**config.mk**
```make
export PLATFORM = sky130hd
export DESIGN_NAME = note_heatmap_hue_grid_top
export DESIGN_NICKNAME = d
export VERILOG_FILES = /design/src/nhg_pkg.sv /design/src/note_heatmap_hue_grid_top.sv /design/src/nhg_cell.sv /design/src/nhg_head_unit.sv
export SDC_FILE = /design/constraint.sdc
export NUM_CORES = 2
export LEC_CHECK = 0
export BUFFER_PORTS_ARGS = -buffer_cell sky130_fd_sc_hd__buf_2
export CAP_MARGIN = 5
export CORE_MARGIN = 4
export CORE_UTILIZATION = 50
export CTS_CLUSTER_SIZE = 25
export DETAILED_ROUTE_END_ITERATION = 10
export GPL_ROUTABILITY_DRIVEN = 1
export PLACE_DENSITY = 0.66
export SLEW_MARGIN = 0
export SYNTH_ARGS = -nofsm -noshare
export SYNTH_HDL_FRONTEND = slang
export SYNTH_SLANG_ARGS = --single-unit
```
**constraint.sdc**
```tcl
create_clock -name i_clk -period 9.8 [get_ports i_clk]
set_clock_uncertainty 0.2 [all_clocks]
set_input_delay 0.98 -clock i_clk [delete_from_list [all_inputs] [get_ports i_clk]]
set_output_delay 0.98 -clock i_clk [all_outputs]
set_load 0.005 [all_outputs]
```
**src/nhg_pkg.sv**
```systemverilog
package nhg_pkg;

    // Operation codes carried in the opcode field of an input item.
    typedef enum logic [1:0] {
        OP_HIT   = 2'd0,
        OP_TICK  = 2'd1,
        OP_READ  = 2'd2,
        OP_CLEAR = 2'd3
    } t_op;

    typedef enum logic [1:0] {
        S_IDLE = 2'd0,
        S_PASS = 2'd1,
        S_DONE = 2'd2
    } t_state;

    // Register indexes of the configuration port.
    localparam logic [1:0] CFG_SPEED   = 2'd0;
    localparam logic [1:0] CFG_HUE_REF = 2'd1;
    localparam logic [1:0] CFG_SAT_REF = 2'd2;
    localparam logic [1:0] CFG_VAL_REF = 2'd3;

    // Grid coordinates are compared at this width, wide enough for a column
    // index plus one on the largest grid.
    localparam int COORD_W = 6;
    typedef logic [COORD_W-1:0] t_coord;

    localparam logic [7:0] SPREAD_HEAT = 8'd16;
    localparam logic [5:0] MIN_HIT_INC = 6'd16;

    localparam logic [7:0] HUE_OFFSET [16] = '{
        8'd0, 8'd85, 8'd170, 8'd43, 8'd213, 8'd128, 8'd28, 8'd248,
        8'd60, 8'd192, 8'd11, 8'd126, 8'd36, 8'd147, 8'd241, 8'd6
    };

    typedef struct packed {
        t_op        opcode;
        logic [6:0] note;
        logic [6:0] velocity;
        logic [3:0] channel;
        logic [2:0] read_row;
        logic [3:0] read_col;
    } t_in_item;

    typedef struct packed {
        logic [7:0] hue;
        logic [7:0] sat;
        logic [7:0] val;
        logic [7:0] heat;
        logic [3:0] cell_channel;
    } t_out_item;

    // Contents of one grid cell.
    typedef struct packed {
        logic [7:0] heat;
        logic [3:0] ch;
    } t_entry;

    // Control handed from the sequencer to the update unit at the ring head.
    typedef struct packed {
        t_op        op;
        logic       hit_ok;
        t_coord     hit_row;
        t_coord     hit_col;
        logic [3:0] hit_ch;
        logic [5:0] inc;
        logic [2:0] step;
        t_coord     row;
        t_coord     col;
    } t_head_ctl;

endpackage

```
**src/note_heatmap_hue_grid_top.sv**
```systemverilog
// Note heat map over a grid of GRID_ROWS x GRID_COLS cells. Every cell holds an
// 8-bit heat and a 4-bit channel, kept in a ring of identical cells that rotates
// by one place per clock while an operation runs; a single update unit at the
// head of the ring edits each entry as it passes. A note hit and a decay pass
// hold off the input until one full rotation has run, so no further item is
// taken before that rotation ends; a cell read then holds the input while it
// loads its result. A tick that does not reach the decay delay and a grid
// clear do not hold off the input. The input side is stalled while a rotation
// runs; one result register sits on the output, so a read result may wait
// there while further items are taken in. A read that finds the result
// register still occupied holds in its final state until that result has
// been transferred. Reset and the clear operation zero all cells at once.
// Configuration writes are only to be issued while the block is idle.
module note_heatmap_hue_grid_top #(
    parameter int GRID_ROWS = 5,
    parameter int GRID_COLS = 14
) (
    input  logic              i_clk,
    input  logic              i_rst_n,
    input  logic              i_in_valid,
    output logic              o_in_stall,
    input  nhg_pkg::t_in_item i_in_data,
    output logic              o_out_valid,
    input  logic              i_out_stall,
    output nhg_pkg::t_out_item o_out_data,
    input  logic              i_cfg_we,
    input  logic [1:0]        i_cfg_idx,
    input  logic [7:0]        i_cfg_data
);
    import nhg_pkg::*;

    localparam int CELLS = GRID_ROWS * GRID_COLS;
    localparam int RW    = $clog2(GRID_ROWS);
    localparam int CWD   = $clog2(GRID_COLS);

    // Control state.
    t_state         r_state, n_state;
    logic [5:0]     r_ms, n_ms;
    logic           r_out_valid, n_out_valid;
    logic [RW-1:0]  r_row, n_row;
    logic [CWD-1:0] r_col, n_col;
    logic [7:0]     r_speed, r_hue_ref, r_sat_ref, r_val_ref;

    // Operation payload, held for the length of a rotation.
    t_op        r_op, n_op;
    logic       r_hit_ok, n_hit_ok;
    logic [2:0] r_hit_row, n_hit_row;
    logic [3:0] r_hit_col, n_hit_col;
    logic [3:0] r_hit_ch, n_hit_ch;
    logic [5:0] r_inc, n_inc;
    logic [2:0] r_rd_row, n_rd_row;
    logic [3:0] r_rd_col, n_rd_col;
    t_entry     r_cap, n_cap;
    t_out_item  r_out, n_out;

    logic      w_in_acc;
    logic      w_clear;
    logic      w_shift;
    logic      w_last;
    t_entry    w_ent [CELLS];
    t_entry    w_head_out;
    t_head_ctl w_ctl;

    // Decay timing from the speed register. The divisions by 255 use the
    // identity x / 255 = (x + (x >> 8) + 1) >> 8, exact for any x up to 65534.
    logic [13:0] w_dly_x;
    logic [14:0] w_dly_s;
    logic [6:0]  w_dly_q;
    logic [5:0]  w_delay;
    logic [9:0]  w_stp_x;
    logic [10:0] w_stp_s;
    logic [2:0]  w_step;
    logic [5:0]  w_ms_inc;

    assign w_dly_x = 14'(r_speed) * 14'd40;
    assign w_dly_s = 15'(w_dly_x) + 15'(w_dly_x >> 8) + 15'd1;
    assign w_dly_q = w_dly_s[14:8];
    assign w_delay = 6'(7'd50 - w_dly_q);
    assign w_stp_x = {r_speed, 2'b00};
    assign w_stp_s = 11'(w_stp_x) + 11'(w_stp_x >> 8) + 11'd1;
    assign w_step  = 3'(w_stp_s[10:8] + 3'd1);
    assign w_ms_inc = (r_ms == 6'd63) ? r_ms : 6'(r_ms + 6'd1);

    // Hit geometry. The note is divided by twelve with the reciprocal 171/2048,
    // exact over the whole 7-bit range; the octave is then folded modulo five.
    logic [14:0] w_n_mul;
    logic [3:0]  w_oct;
    logic [6:0]  w_oct12;
    logic [6:0]  w_semi;
    logic [2:0]  w_row5;
    // The hit increment velocity * 32 / 127 is velocity / 4 or one more.
    logic [4:0]  w_q0;
    logic [5:0]  w_q1;
    logic [12:0] w_q1x127;
    logic [11:0] w_vx32;
    logic [5:0]  w_vinc;

    assign w_n_mul  = 15'(i_in_data.note) * 15'd171;
    assign w_oct    = w_n_mul[14:11];
    assign w_oct12  = {w_oct, 3'b000} + {1'b0, w_oct, 2'b00};
    assign w_semi   = i_in_data.note - w_oct12;
    assign w_row5   = (w_oct >= 4'd10) ? 3'(w_oct - 4'd10) :
                      (w_oct >= 4'd5)  ? 3'(w_oct - 4'd5)  : w_oct[2:0];
    assign w_q0     = i_in_data.velocity[6:2];
    assign w_q1     = 6'(w_q0) + 6'd1;
    assign w_q1x127 = {w_q1, 7'd0} - 13'(w_q1);
    assign w_vx32   = {i_in_data.velocity, 5'd0};
    assign w_vinc   = (w_q1x127 <= 13'(w_vx32)) ? w_q1 : 6'(w_q0);

    assign o_in_stall = (r_state != S_IDLE);
    assign w_in_acc   = i_in_valid && !o_in_stall;
    assign w_clear    = w_in_acc && (i_in_data.opcode == OP_CLEAR);
    assign w_shift    = (r_state == S_PASS);
    assign w_last     = (r_row == RW'(GRID_ROWS - 1)) && (r_col == CWD'(GRID_COLS - 1));

    // The ring: cell 0 is the head, read by the update unit, whose result
    // re-enters at the far end so that a full rotation restores the order.
    for (genvar k = 0; k < CELLS; k++) begin : g_ring
        t_entry w_feed;
        if (k == CELLS - 1) begin : g_tail
            assign w_feed = w_head_out;
        end else begin : g_mid
            assign w_feed = w_ent[k+1];
        end
        nhg_cell u_cell (
            .i_clk   (i_clk),
            .i_rst_n (i_rst_n),
            .i_shift (w_shift),
            .i_clear (w_clear),
            .i_ent   (w_feed),
            .o_ent   (w_ent[k])
        );
    end

    always_comb begin
        w_ctl.op      = r_op;
        w_ctl.hit_ok  = r_hit_ok;
        w_ctl.hit_row = COORD_W'(r_hit_row);
        w_ctl.hit_col = COORD_W'(r_hit_col);
        w_ctl.hit_ch  = r_hit_ch;
        w_ctl.inc     = r_inc;
        w_ctl.step    = w_step;
        w_ctl.row     = COORD_W'(r_row);
        w_ctl.col     = COORD_W'(r_col);
    end

    nhg_head_unit u_head (
        .i_ctl (w_ctl),
        .i_ent (w_ent[0]),
        .o_ent (w_head_out)
    );

    // Sequencer: next state, counters and payload.
    always_comb begin
        n_state     = r_state;
        n_ms        = r_ms;
        n_out_valid = r_out_valid && i_out_stall;
        n_row       = r_row;
        n_col       = r_col;
        n_op        = r_op;
        n_hit_ok    = r_hit_ok;
        n_hit_row   = r_hit_row;
        n_hit_col   = r_hit_col;
        n_hit_ch    = r_hit_ch;
        n_inc       = r_inc;
        n_rd_row    = r_rd_row;
        n_rd_col    = r_rd_col;
        n_cap       = r_cap;
        n_out       = r_out;
        unique case (r_state)
            S_IDLE: begin
                if (w_in_acc) begin
                    n_row = '0;
                    n_col = '0;
                    unique case (i_in_data.opcode)
                        OP_HIT: begin
                            n_op      = OP_HIT;
                            n_hit_row = w_row5;
                            n_hit_col = 4'(w_semi[3:0] + 4'd1);
                            n_hit_ok  = (32'(w_row5) < GRID_ROWS) &&
                                        (32'(w_semi[3:0]) + 1 < GRID_COLS);
                            n_hit_ch  = i_in_data.channel;
                            n_inc     = (w_vinc < MIN_HIT_INC) ? MIN_HIT_INC : w_vinc;
                            n_state   = S_PASS;
                        end
                        OP_TICK: begin
                            if (w_ms_inc >= w_delay) begin
                                n_ms    = '0;
                                n_op    = OP_TICK;
                                n_state = S_PASS;
                            end else begin
                                n_ms = w_ms_inc;
                            end
                        end
                        OP_READ: begin
                            n_op     = OP_READ;
                            n_rd_row = i_in_data.read_row;
                            n_rd_col = i_in_data.read_col;
                            n_cap    = '0;
                            n_state  = S_PASS;
                        end
                        OP_CLEAR: begin
                            n_ms = '0;
                        end
                        default: begin
                            n_state = S_IDLE;
                        end
                    endcase
                end
            end
            S_PASS: begin
                if (r_op == OP_READ && COORD_W'(r_row) == COORD_W'(r_rd_row) &&
                    COORD_W'(r_col) == COORD_W'(r_rd_col)) begin
                    n_cap = w_ent[0];
                end
                if (r_col == CWD'(GRID_COLS - 1)) begin
                    n_col = '0;
                    n_row = w_last ? '0 : RW'(r_row + 1'b1);
                end else begin
                    n_col = CWD'(r_col + 1'b1);
                end
                if (w_last) begin
                    n_state = (r_op == OP_READ) ? S_DONE : S_IDLE;
                end
            end
            S_DONE: begin
                if (!r_out_valid || !i_out_stall) begin
                    n_out.sat          = r_sat_ref;
                    n_out.heat         = r_cap.heat;
                    n_out.cell_channel = r_cap.ch;
                    if (r_cap.heat != 8'd0) begin
                        n_out.hue = r_hue_ref + HUE_OFFSET[r_cap.ch] +
                                    (r_cap.heat[7] ? 8'hFF : {r_cap.heat[6:0], 1'b0});
                        n_out.val = r_val_ref;
                    end else begin
                        n_out.hue = r_hue_ref;
                        n_out.val = {1'b0, r_val_ref[7:1]};
                    end
                    n_out_valid = 1'b1;
                    n_state     = S_IDLE;
                end
            end
            default: begin
                n_state = S_IDLE;
            end
        endcase
    end

    always_ff @(posedge i_clk) begin
        if (!i_rst_n) begin
            r_state     <= S_IDLE;
            r_ms        <= '0;
            r_out_valid <= 1'b0;
            r_row       <= '0;
            r_col       <= '0;
            r_speed     <= 8'd128;
            r_hue_ref   <= 8'd0;
            r_sat_ref   <= 8'd255;
            r_val_ref   <= 8'd255;
        end else begin
            r_state     <= n_state;
            r_ms        <= n_ms;
            r_out_valid <= n_out_valid;
            r_row       <= n_row;
            r_col       <= n_col;
            if (i_cfg_we) begin
                unique case (i_cfg_idx)
                    CFG_SPEED:   r_speed   <= i_cfg_data;
                    CFG_HUE_REF: r_hue_ref <= i_cfg_data;
                    CFG_SAT_REF: r_sat_ref <= i_cfg_data;
                    CFG_VAL_REF: r_val_ref <= i_cfg_data;
                    default:     r_speed   <= r_speed;
                endcase
            end
        end
    end

    always_ff @(posedge i_clk) begin
        r_op      <= n_op;
        r_hit_ok  <= n_hit_ok;
        r_hit_row <= n_hit_row;
        r_hit_col <= n_hit_col;
        r_hit_ch  <= n_hit_ch;
        r_inc     <= n_inc;
        r_rd_row  <= n_rd_row;
        r_rd_col  <= n_rd_col;
        r_cap     <= n_cap;
        r_out     <= n_out;
    end

    assign o_out_valid = r_out_valid;
    assign o_out_data  = r_out;

    // The position counters rest at the first cell outside a rotation, so the
    // next rotation starts aligned with the ring.
    a_pos_home: assert property (@(posedge i_clk) disable iff (!i_rst_n)
        r_state != S_PASS |-> r_row == '0 && r_col == '0)
        else $error("ring position counters not at home while idle");

    // Only a read ends in the result-loading state.
    a_done_is_read: assert property (@(posedge i_clk) disable iff (!i_rst_n)
        r_state == S_DONE |-> r_op == OP_READ)
        else $error("result state entered by an operation other than a read");

    // A clear empties the head cell and resets the decay counter by the next cycle.
    a_clear_head: assert property (@(posedge i_clk) disable iff (!i_rst_n)
        w_in_acc && i_in_data.opcode == OP_CLEAR |=> w_ent[0] == '0 && r_ms == '0)
        else $error("clear did not empty the grid");

    // A read result is loaded at once when the output register is free.
    a_out_load: assert property (@(posedge i_clk) disable iff (!i_rst_n)
        r_state == S_DONE && !r_out_valid |=> o_out_valid && r_state == S_IDLE)
        else $error("read result not loaded into a free output register");

endmodule

```
**src/nhg_cell.sv**
```systemverilog
module nhg_cell (
    input  logic            i_clk,
    input  logic            i_rst_n,
    input  logic            i_shift,
    input  logic            i_clear,
    input  nhg_pkg::t_entry i_ent,
    output nhg_pkg::t_entry o_ent
);
    import nhg_pkg::*;

    t_entry r_ent;

    // Each cell takes its neighbour's contents whenever the ring rotates.
    always_ff @(posedge i_clk) begin
        if (!i_rst_n || i_clear) begin
            r_ent <= '0;
        end else if (i_shift) begin
            r_ent <= i_ent;
        end
    end

    assign o_ent = r_ent;

endmodule

```
**src/nhg_head_unit.sv**
```systemverilog
module nhg_head_unit (
    input  nhg_pkg::t_head_ctl i_ctl,
    input  nhg_pkg::t_entry    i_ent,
    output nhg_pkg::t_entry    o_ent
);
    import nhg_pkg::*;

    logic [8:0] w_hit_sum;
    logic [8:0] w_spread_sum;
    logic [7:0] w_spread_heat;
    logic       w_center;
    logic       w_neighbour;

    assign w_hit_sum     = {1'b0, i_ent.heat} + 9'(i_ctl.inc);
    assign w_spread_sum  = {1'b0, i_ent.heat} + {1'b0, SPREAD_HEAT};
    assign w_spread_heat = w_spread_sum[8] ? 8'hFF : w_spread_sum[7:0];

    assign w_center = (i_ctl.row == i_ctl.hit_row) && (i_ctl.col == i_ctl.hit_col);
    assign w_neighbour =
        ((i_ctl.row == i_ctl.hit_row) &&
         ((COORD_W'(i_ctl.col + 1'b1) == i_ctl.hit_col) ||
          (i_ctl.col == COORD_W'(i_ctl.hit_col + 1'b1)))) ||
        ((i_ctl.col == i_ctl.hit_col) &&
         ((COORD_W'(i_ctl.row + 1'b1) == i_ctl.hit_row) ||
          (i_ctl.row == COORD_W'(i_ctl.hit_row + 1'b1))));

    always_comb begin
        o_ent = i_ent;
        unique case (i_ctl.op)
            OP_HIT: begin
                if (i_ctl.hit_ok && w_center) begin
                    o_ent.heat = w_hit_sum[8] ? 8'hFF : w_hit_sum[7:0];
                    o_ent.ch   = i_ctl.hit_ch;
                end else if (i_ctl.hit_ok && w_neighbour) begin
                    o_ent.heat = w_spread_heat;
                    // The stored channel number is compared against the new heat.
                    if (w_spread_heat > {4'd0, i_ent.ch}) begin
                        o_ent.ch = i_ctl.hit_ch;
                    end
                end
            end
            OP_TICK: begin
                if (i_ent.heat != 8'd0) begin
                    if (i_ent.heat > {5'd0, i_ctl.step}) begin
                        o_ent.heat = i_ent.heat - {5'd0, i_ctl.step};
                    end else begin
                        o_ent.heat = 8'd0;
                        o_ent.ch   = 4'd0;
                    end
                end
            end
            default: begin
                o_ent = i_ent;
            end
        endcase
    end

endmodule
```
==> flow_summary.yaml <==
clock_network:
  cts_root_buffer: "clkbuf_16"
  hold_buffers: 0
  cts.reportedPaths.clkPinSlew_ps: 60
  numCtsBuffers: 97
  clk_path_buf_depth: 3
  cts_tree: "done"
  insertion_delay_ps: 650
  post_cts_buffers: 0
  cts.sinks: 963
  h-tree-depth: 3
  cts_resized: 0
sta:
  slew-limit-headroom_pct: 24.6
  setup_ws_ps: 3760
  rsz0062_at_grt: "no"
  fmax_ghz: 0.166
  timing.final.crit_share_pct: 61.7
  setup_viol: 0
  slew_viol_final: 0
  fin_crit_ps: 6040
  worst_slew_pin_slew_ps: 1130
  finalHoldViolCount: 0
  final.setup.tns_ps: 0
setup_path:
  crit_type: "register to register"
  rrSetupSlack_ps: 3760
  cp-start-kind: "register"
  cp.arrival_ps: 6390
  crit_path_max_incr_delay_ps: 430
  slowest_stage: "a211oi_2"
  path_max_fanout: 6
  end_kind: "register"
  cp.required_ps: 10150
  setup.worst_path.start: "r_speed[1]$_SDFFE_PN0P_"
  r2r-start: "r_speed[1]$_SDFFE_PN0P_"
global_routing:
  grt_max_degree: 254
  grt_most_used_layer: "met2"
  track_usage_pct: 17.4
  overflow: 0
  grt_use_met3_pct: 2.87
  use_met1_pct: 24.2
  grt_pass1_vias: 25900
  globalRouteMet2Util_pct: 28.3
  antenna_found_initial: 0
  grt_pass1_wl_mm: 121
synthesis:
  synth_area_mm2: 0.0375
  ys_ff_latch: 963
  synthDistinctLibCells: 73
  yosysTopAreaCell: "dfxtp_1"
  async_reset_ff_share_pct: 0
  syn_area_per_cell_um2: 8.16
  synth_edf_count: 75
  synth_ff_type: "dfxtp_1"
  synth.cells.most_frequent: "1729 x nand2_1, 888 x dfxtp_1, 883 x a21oi_1, 251 x clkbuf_1, 106 x ha_1"
  yosysSeqAreaShare_pct: 53.4
  synth_nets: 4766
  syn_inst: 4598
  synth_top_cell_area_share_pct: 47.4
  yosysWarnings: 0
  synthTopCellsByArea: "dfxtp_1 47%, nand2_1 17%, a21oi_1 12%"
  synth_most_common_cell: "nand2_1"
floorplan:
  die_w_um: 282
  start_util_pct: 50.4
  dieHeight_um: 282
  rows: 100
  io_pins: 80
  core-area_mm2: 0.0744
  fp.dieArea_mm2: 0.0795
layout:
  fin_nets: 4649
  post-route-util_pct: 55.4
  final_area_mm2: 0.0413
  diodes: 0
  drive_gt1_share_pct: 6.13
  syn2layout_area_growth_pct: 9.99
routing:
  viasPerCell: 5.15
  routedWlPerCell_um: 12.8
  via_count: 28400
  drtAntennaViolNets: 0
  dr.pass1.iters: 5
  wl_mm: 70.5
  drt_iter0_markers: 1990
  drc: 0
min_path:
  min_from: "r_sat_ref[1]$_SDFFE_PN1P_"
  hold_class: "register to register"
power_and_ir_drop:
  power.density_mw_per_mm2: 198
  p_leak_uw: 0.0141
  vdd_drop_max_mv: 0.153
job:
  cap_viol_max_count: 0
placed_design:
  dpl.hpwl_mm: 40.8
  numPortBuffers: 79
  post-place-ws_ps: 3660
  dpl_cell_area_mm2: 0.0382
  gp_congestion: 0.813
outcome:
  outcome: "finished clean"
## worst max-delay path: cells and delay by family (launching register included)
family / cells / cell delay, ps
adders and majority gates: 6 / 1670
xor gates and xnor gates: 3 / 610
and+or+nand+nor: 8 / 1130
AOI/OAI and AO/OA: 9 / 1900
DFF: 1 / 420
## report_power, final
part | internal (uW) | switching [uW] | leakage, uW
sequential | 3990 | 17.9 | 0.00783
combinational | 174 | 419 | 0.00470
clock | 2060 | 1490 | 0.00153
total | 6230 | 1930 | 0.0141
## layout by cell type, fill, tap and decap left out, types with 7 or more instances in the layout
cell,synthesis,routed
clkbuf_16,0,99
mux2_2,11,11
o21ai_0,36,36
ha_1,106,106
fa_1,20,20
nand3_1,52,52
nor2b_1,17,16
o21a_1,11,11
clkinv_2,0,16
nand2_1,1729,1729
xnor2_1,31,31
clkbuf_8,0,15
xor2_1,29,29
a21oi_1,883,882
buf_2,27,79
o22ai_1,8,8
buf_12,0,7
inv_1,91,91
a22oi_1,7,7
dfxtp_1,888,888
a21o_1,10,10
mux2i_1,26,26
nor3_1,24,23
a31oi_1,18,18
clkbuf_1,251,26
nand2b_1,13,12
nor2_1,84,84
and3_1,10,10
edfxtp_1,75,75
and2_1,11,11
buf_4,1,11
## registers in the layout, indices dropped and copies added (netlist names), 6 cells and up
name                 cells
r_sat_ref                8
o_out_data              36
r_ms                     6
r_val_ref                8
g_ring.u_cell.o_ent    840
r_inc                    6
r_cap                   12
r_speed                  8
r_hue_ref                8
## final cells by class
class                      count  area (um2)
clock inverter                33         314
timing repair buffer          97         618
fill                        6965       33200
multi-input combinational   3231       16000
clock buffer                 140        2780
sequential                   963       20000
tap                          969        1210
inverter                      91         342
## stage by stage
stage / power [uW] / cells / hold WS, ps
after floorplan: 4560 / 4598 / 208
after global placement: 4700 / 5351 / 212
after detailed placement: 4700 / 5351 / 220
after CTS: 8280 / 5524 / 235
after global routing: 8530 / 5524 / 253
final: 8160 / 5524 / 233
## cell families (layout without fill, tap and decap cells)
family	after synthesis	after routing	synth area share [%]
XOR/XNOR	61	61	1.44
adder cells (fa/ha/maj)	126	126	4.60
flip-flops	963	963	53.4
multiplexers	39	39	1.14
AND/OR/NAND/NOR	1973	1973	20.6
buffers and inverters	404	361	4.17
AO/OA/AOI/OAI	1032	1032	14.6
## routing by layer
layer / vias to the layer above / wire, um
met5: - / 0
met4: 0 / 1400
met3: 98 / 2060
met2: 276 / 32700
met1: 13300 / 34300
li1: 14800 / -
## worst paths after layout
check                             end  cells after the start
max              r_ms[1]$_SDFFE_PN0P_                     26
min          o_out_data[21]$_DFFE_PP_                      0
max reg2reg      r_ms[1]$_SDFFE_PN0P_                     26
min reg2reg  o_out_data[21]$_DFFE_PP_                      0
Power figures use the tool's default switching activity.
